`config.mk`:
```
export PLATFORM = sky130hd
export DESIGN_NAME = ase_sm_div
export DESIGN_NICKNAME = d
export VERILOG_FILES = /design/src/ase_sm_pkg.sv /design/src/ase_sm_div.sv
export VERILOG_INCLUDE_DIRS = /design/src /design/src/src
export SDC_FILE = /design/constraint.sdc
export NUM_CORES = 2
export LEC_CHECK = 0
export ABC_AREA = 1
export BUFFER_PORTS_ARGS = -buffer_cell sky130_fd_sc_hd__clkbuf_2
export CORE_MARGIN = 5
export CORE_UTILIZATION = 45
export DETAILED_ROUTE_END_ITERATION = 12
export GPL_ROUTABILITY_DRIVEN = 0
export PLACE_DENSITY_LB_ADDON = 0.2
export SLEW_MARGIN = 40
export SYNTH_ARGS = -nofsm -noshare
export SYNTH_HDL_FRONTEND = slang
export SYNTH_SLANG_ARGS = --single-unit
```
`constraint.sdc`:
```
create_clock -name clk_i -period 1.65 [get_ports clk_i]
set_input_delay 0.4125 -clock clk_i [delete_from_list [all_inputs] [get_ports clk_i]]
set_output_delay 0.4125 -clock clk_i [all_outputs]
set_load 0.005 [all_outputs]
```
`src/assert_macros.svh`:
```
// ----------------------------------------------------------------------------
// Assertion macros
// Concurrent assertion helpers, clocked on clk_i and disabled during reset.
// ----------------------------------------------------------------------------
`ifndef ASSERT_MACROS_SVH
`define ASSERT_MACROS_SVH
`ifndef SYNTHESIS
`define ASSERT_ALWAYS(label, prop, msg) \
  label: assert property (@(posedge clk_i) disable iff (!rst_ni) (prop)) else $error(msg);
`define ASSERT_IMPLIES(label, ante, cons, msg) \
  label: assert property (@(posedge clk_i) disable iff (!rst_ni) (ante) |-> (cons)) \
    else $error(msg);
`else
`define ASSERT_ALWAYS(label, prop, msg)
`define ASSERT_IMPLIES(label, ante, cons, msg)
`endif
`endif

```
`src/ase_sm_pkg.sv`:
```
// ----------------------------------------------------------------------------
// ase_sm_pkg
// Shared constants and types of the static-dephasing signal evaluator.
// ----------------------------------------------------------------------------
package ase_sm_pkg;

  localparam int NUM_W      = 29;   // te*4096 + t2/2
  localparam int DEN_W      = 16;
  localparam int DIV_STAGES = NUM_W;
  localparam int XP_W       = 39;   // exponent term before te/t2
  localparam int X_W        = XP_W + 1;
  localparam int XC_W       = 22;   // clamped exponent, Q.16
  localparam int TERMS      = 9;
  localparam int EXP_LAT    = 5 + 2 * TERMS;

  localparam logic signed [15:0]    TAU_CUT_RESET = 16'sd3840;
  localparam logic [14:0]           COEF_03       = 15'd19661;
  localparam logic [16:0]           INV_LN2_Q16   = 17'd94548;
  localparam logic [29:0]           LN2_Q30       = 30'd744261118;
  localparam logic signed [X_W-1:0] X_LO          = -40'sd1179648;
  localparam logic signed [X_W-1:0] X_HI          = 40'sd1114112;
  localparam logic [23:0]           SIG_MAX       = 24'hFFFFFF;

  localparam logic REG_TAU_CUT = 1'b0;

  typedef struct packed {
    logic signed [XP_W-1:0] xpart;
    logic [23:0]            s0;
    logic                   last;
  } div_side_t;

  // ceil(2^34 / i): exact floor division for dividends below 2^30
  function automatic logic [33:0] recip(input int unsigned i);
    logic [33:0] r;
    case (i)
      2: r = 34'd8589934592;
      3: r = 34'd5726623062;
      4: r = 34'd4294967296;
      5: r = 34'd3435973837;
      6: r = 34'd2863311531;
      7: r = 34'd2454267027;
      8: r = 34'd2147483648;
      9: r = 34'd1908874354;
      default: r = '0;
    endcase
    return r;
  endfunction

endpackage

```
`src/ase_sm_div.sv`:
```
// ----------------------------------------------------------------------------
// ase_sm_div
// Pipelined restoring divider, one quotient bit per stage, with sideband.
// ----------------------------------------------------------------------------
`include "assert_macros.svh"
module ase_sm_div import ase_sm_pkg::*; (
  input  logic             clk_i,
  input  logic             rst_ni,
  input  logic             vld_i,
  input  logic [NUM_W-1:0] num_i,
  input  logic [DEN_W-1:0] den_i,
  input  div_side_t        side_i,
  output logic             vld_o,
  output logic [NUM_W-1:0] quo_o,
  output div_side_t        side_o
);

  typedef struct packed {
    logic [NUM_W-1:0] num;
    logic [DEN_W-1:0] rem;
    logic [NUM_W-1:0] quo;
    logic [DEN_W-1:0] den;
    div_side_t        side;
  } div_st_t;

  div_st_t                st_q [DIV_STAGES];
  div_st_t                st_d [DIV_STAGES];
  logic [DIV_STAGES-1:0]  vld_q;

  always_comb begin
    div_st_t          prev;
    logic [DEN_W:0]   trial;
    for (int k = 0; k < DIV_STAGES; k++) begin
      if (k == 0) begin
        prev.num  = num_i;
        prev.rem  = '0;
        prev.quo  = '0;
        prev.den  = den_i;
        prev.side = side_i;
      end else begin
        prev = st_q[k-1];
      end
      trial        = {prev.rem, prev.num[NUM_W-1]};
      st_d[k]      = prev;
      st_d[k].num  = {prev.num[NUM_W-2:0], 1'b0};
      st_d[k].quo  = {prev.quo[NUM_W-2:0], 1'b0};
      if (trial >= {1'b0, prev.den}) begin
        st_d[k].rem    = DEN_W'(trial - {1'b0, prev.den});
        st_d[k].quo[0] = 1'b1;
      end else begin
        st_d[k].rem = trial[DEN_W-1:0];
      end
    end
  end

  always_ff @(posedge clk_i or negedge rst_ni) begin
    if (!rst_ni) begin
      vld_q <= '0;
    end else begin
      vld_q <= {vld_q[DIV_STAGES-2:0], vld_i};
    end
  end

  always_ff @(posedge clk_i) begin
    st_q <= st_d;
  end

  assign vld_o  = vld_q[DIV_STAGES-1];
  assign quo_o  = st_q[DIV_STAGES-1].quo;
  assign side_o = st_q[DIV_STAGES-1].side;

  `ASSERT_IMPLIES(div_lat_a, vld_o, $past(vld_i, DIV_STAGES), "divider valid out of step")
  `ASSERT_IMPLIES(div_rem_a, vld_o, st_q[DIV_STAGES-1].rem < st_q[DIV_STAGES-1].den, "remainder not below divisor")
  `ASSERT_IMPLIES(div_num_a, vld_o, st_q[DIV_STAGES-1].num == '0, "dividend bits left over")

endmodule

```
Word level (Yosys, flattened, before mapping)

Index checks and enable logic that the tools add are counted.

Input bits: 112
Register bits after elaboration: 3622
Word-level logic and storage cells: 316

Mux-type cells: 57
Add/subtract/negate cells: 28
$lt $le $gt $ge: 29

Operators by type and width:

| operator                                     | number |
|---|---|
| greater-or-equal comparator 17 x 16 -> 1 bit | 28 |
| 2-to-1 mux 16 bit                            | 27 |
| subtractor 16 bit                            | 27 |
| 2-to-1 mux 1 bit                             | 30 |
| greater-or-equal comparator 1 x 16 -> 1 bit  | 1 |
| subtractor 1 x 16 -> 16 bit                  | 1 |

Depth between registers and ports, before layout

Depth in word-level cells: 2
Gate-level depth with buffers: 15

Least setup slack after synthesis

No wires, ideal clock.

Path type: reg-to-reg
From: register st_q[2155] in the netlist's numbering
To: register st_q[1965] in the netlist's numbering
Setup time: 0.113 ns
Clock period less this slack: 1.743 ns
Path buffers: 0
Arrival time: 1.630 ns
Stages on the path, launching flop included: 11
Slack: -0.093 ns
Cell sequence: dfxtp_1 > inv_1 > ha_1 > fa_1 > inv_1 > nand3_1 > nand3_1 > a21oi_1 > or2_2 > nand3_1 > nand2_1

RTL lines:

| what                     | line             | text |
|---|---|---|
| start: declaration       | ase_sm_div.sv:26 | `div_st_t st_q [DIV_STAGES];` |
| start signal: assignment | ase_sm_div.sv:65 | `st_q <= st_d;` |

==> reports/results.tsv <==
stage	metric	value	unit
place	port bufs	205	
logic_synthesis	Post-Syn Nets	11945	
sta	Final WS setup	-0.275	ns
sta	Peak Freq	520	MHz
worst_setup_path	CP Launch Point	st_d[1612]	
power_and_ir_drop	switching part of the total	31.3	%
floorplanning	die area	0.256	mm²
detailed_routing	DRC violations left	0	
detailed_routing	ANT nets after route	0	
clock_network	CTS H-tree lvls	5	
min_path	hold path start	side_i[39]	
flow_run	max cap viols	0	
sta	Setup Skew	0.0863	ns
status	failing checks	negative setup slack	
grt	initial antenna violation count	7	
place	Placement Cell Area	0.128	mm²
power_and_ir_drop	Sequential Power Share	37.3	%
logic_synthesis	synth warn	0	
layout	post-layout util	65.2	%
grt	Total GRT Usage	19.2	%
min_path	Hold Crit Class	in2reg	
floorplanning	die height	505	µm
layout	Nets	14560	
sta	crit path time final	1.92	ns
logic_synthesis	main combinational cell family by area after synthesis	simple AND/OR/NAND/NOR gates	
worst_setup_path	kind of critical path	reg2reg	
logic_synthesis	adder-cell share of the synthesized area	5.59	%
worst_setup_path	Worst Path Required	2.42	ns
status	status	complete, but fails checks	
floorplanning	total core area	0.244	mm²
worst_setup_path	crit path capture type	register	
detailed_routing	Via-to-Cell Ratio	4.60	
logic_synthesis	sequential-to-total area share from yosys stat	65.8	%
worst_setup_path	Critical Path AT	2.70	ns
place	placed cells	16200	
grt	vias in the first global route	80937	
sta	RSZ-0062 raised after global routing	true	
detailed_routing	WL/cell	14.9	µm
layout	ratio of cells with drive above 1 in the final layout	41.5	%
floorplanning	FP Rows	181	
power_and_ir_drop	P per Cell Area	1770	mW/mm²
place	Final HPWL DP	167000	µm
logic_synthesis	mux cell area share after synthesis	0	%
sta	Tcrit/Tclk final	117	%
sta	Final setup viols	551	
clock_network	clk_lat worst skew	0.98	ns
logic_synthesis	Cell Area, Synth	0.110	mm²
sta	Slew @ Worst Pin	0.680	ns
power_and_ir_drop	combinational share of power	33.2	%
sta	Slew Limit Headroom	54.7	%
floorplanning	Initial Utilization	45.3	%
floorplanning	Die X	505	µm
clock_network	Root Buffer	clkbuf_16	
worst_setup_path	crit start category	register	
detailed_routing	routed wire length	260000	µm
clock_network	Clk pin slew, worst setup/hold paths	0.06	ns
layout	final non-filler cell total	17450	
layout	Area Growth Syn to Fin	43.8	%
logic_synthesis	synth top area cells	dfxtp_1, nand2_1, inv_1	
worst_setup_path	reg2reg start	st_d[1612]	
grt	largest net degree at the start of global routing	30	
power_and_ir_drop	Clock power frac	29.5	%
clock_network	CTS max path bufs	4	
detailed_routing	DR vias	80230	
clock_network	CTS tree	done	
layout	commonest non-fill, non-tap cell in the layout	dfxtp_1	
logic_synthesis	Synth Area in XOR/XNOR	1.33	%
worst_setup_path	Crit Path Max Fanout	5	
logic_synthesis	Yosys reg bits	3622	
power_and_ir_drop	VDD IR max	1300	µV
floorplanning	I/O pins	206	
sta	Final Max Tran Viols	0	
power_and_ir_drop	Pint	0.194	W
logic_synthesis	area leader, netlist	dfxtp_1	
sta	final hold violation count	0	
logic_synthesis	Post-Synth Simple-Gate Area	18.6	%
logic_synthesis	Synth Area per Inst	9.73	µm²
layout	final instance area	0.159	mm²
clock_network	Clock Sinks	3622	
logic_synthesis	Synth Area in Compound Gates	1.49	%
detailed_routing	1st-iter DRT viols	4888	
clock_network	Inserted Clock Buffers	360	
layout	commonest non-fill, non-tap cells in the layout	dfxtp_1, nand2_1, buf_4, inv_1, nand2_2	
logic_synthesis	Distinct cells, synth	43	
power_and_ir_drop	P_leak	76.9	nW
power_and_ir_drop	Psw	0.0881	W
logic_synthesis	post-synthesis cell count	11356	
grt	gr ovfl total	0	
detailed_routing	Initial DRT Pass Iterations	9	
logic_synthesis	post-synth top area share	65.1	%
grt	first-pass GRT wire length	405000	µm
worst paths after layout:
kind | to | slack, ns | depth (start not counted)
setup / recovery | st_q[1656] | -0.27 | 12
hold / removal | st_d[4197] | 0.09 | 2
setup reg to reg | st_q[1656] | -0.27 | 12
hold reg to reg | st_d[477] | 0.26 | 0
max in group asynchronous | vld_q[16] | 1.10 | 2
min in group asynchronous | vld_q[0] | 0.11 | 2
power by group through the flow:
stage                     combinational (W)  clock, W  sequential [W]
final                                0.0934    0.0832           0.105
after global routing                  0.101    0.0896           0.106
after CTS                            0.0813    0.0857           0.105
after detailed placement             0.0661         0           0.105
after global placement               0.0646         0           0.105
after floorplan                      0.0399         0           0.102
cells by family after synthesis:
kind of cell             Yosys count
AO/OA/AOI/OAI                    306
XOR/XNOR                         168
adder cells (fa/ha/maj)          477
buffers and inverters           1933
flip-flops                      3622
AND/OR/NAND/NOR                 4850
registers in the layout, indices dropped and copies added (netlist names):
signal  flops
vld_q      29
st_d     3024
quo_o      29
st_q      476
side_o     64
final cells by class:
class	instances	area, µm²
antenna	3	7.51
clock buffer	467	10100
clock inverter	169	2290
fill	17881	84800
inverter	1739	6610
multi-input combinational	5839	42500
sequential	3622	73500
tap	3202	4010
timing repair buffer	2405	19900
timing repair inverter	4	37.5
critical path, cell delays in order, from the launching register on:
cell     delay (ns)
dfxtp_4        0.37
inv_2          0.05
ha_4           0.28
nand2_1        0.10
nor2_2         0.16
nand2_1        0.10
o21ai_2        0.20
nor2_4         0.07
buf_12         0.13
buf_12         0.13
buf_6          0.11
nand3_2        0.06
nand2_2        0.07
synth_stat cells, drive strengths merged:
master and number:
a31oi 1, dfxtp 3593, or2 23, nor4 9
fa 27, a21oi 241, nor2 413, nand3 735
o21a 20, buf 187, and2 22, dfrtp 29
nand3b 53, xor2 131, and3 10, nor3b 2
clkbuf 7, nand2 3383, o21ai 25, xnor2 37
inv 1739, nor3 79, a21boi 2, nand4 121
o21bai 17, ha 450
per-stage QoR:
step                setup slack (ns)  setup TNS [ns]  hold WS, ns  total power [W]
global placement              -0.434          -98.74        0.310            0.169
global route                  -0.341         -108.23      0.00982            0.297
detailed placement            -0.414         -108.65        0.312            0.171
floorplan                    -0.0212          -0.281        0.117            0.142
CTS                           -0.307          -62.88      0.00296            0.271
finish                        -0.275          -62.55       0.0878            0.282
layer usage:
metal  wire [µm]  GRT usage (%)  up-vias
li1            -              -    39984
met1      110000           24.1    37145
met2      125000           32.7     2289
met3       13100           2.91      810
met4       11900           8.24        2
met5          12              0        -
what timing repair did:
item	in CTS	in global routing
setup buffers	296	141
endpoints found under the hold margin	150	0
hold buffers	127	0
cloned	54	16
setup endpoints to repair	553	554
gates resized for setup	2190	1297
pin swaps	746	595
Power figures use the tool's default switching activity.
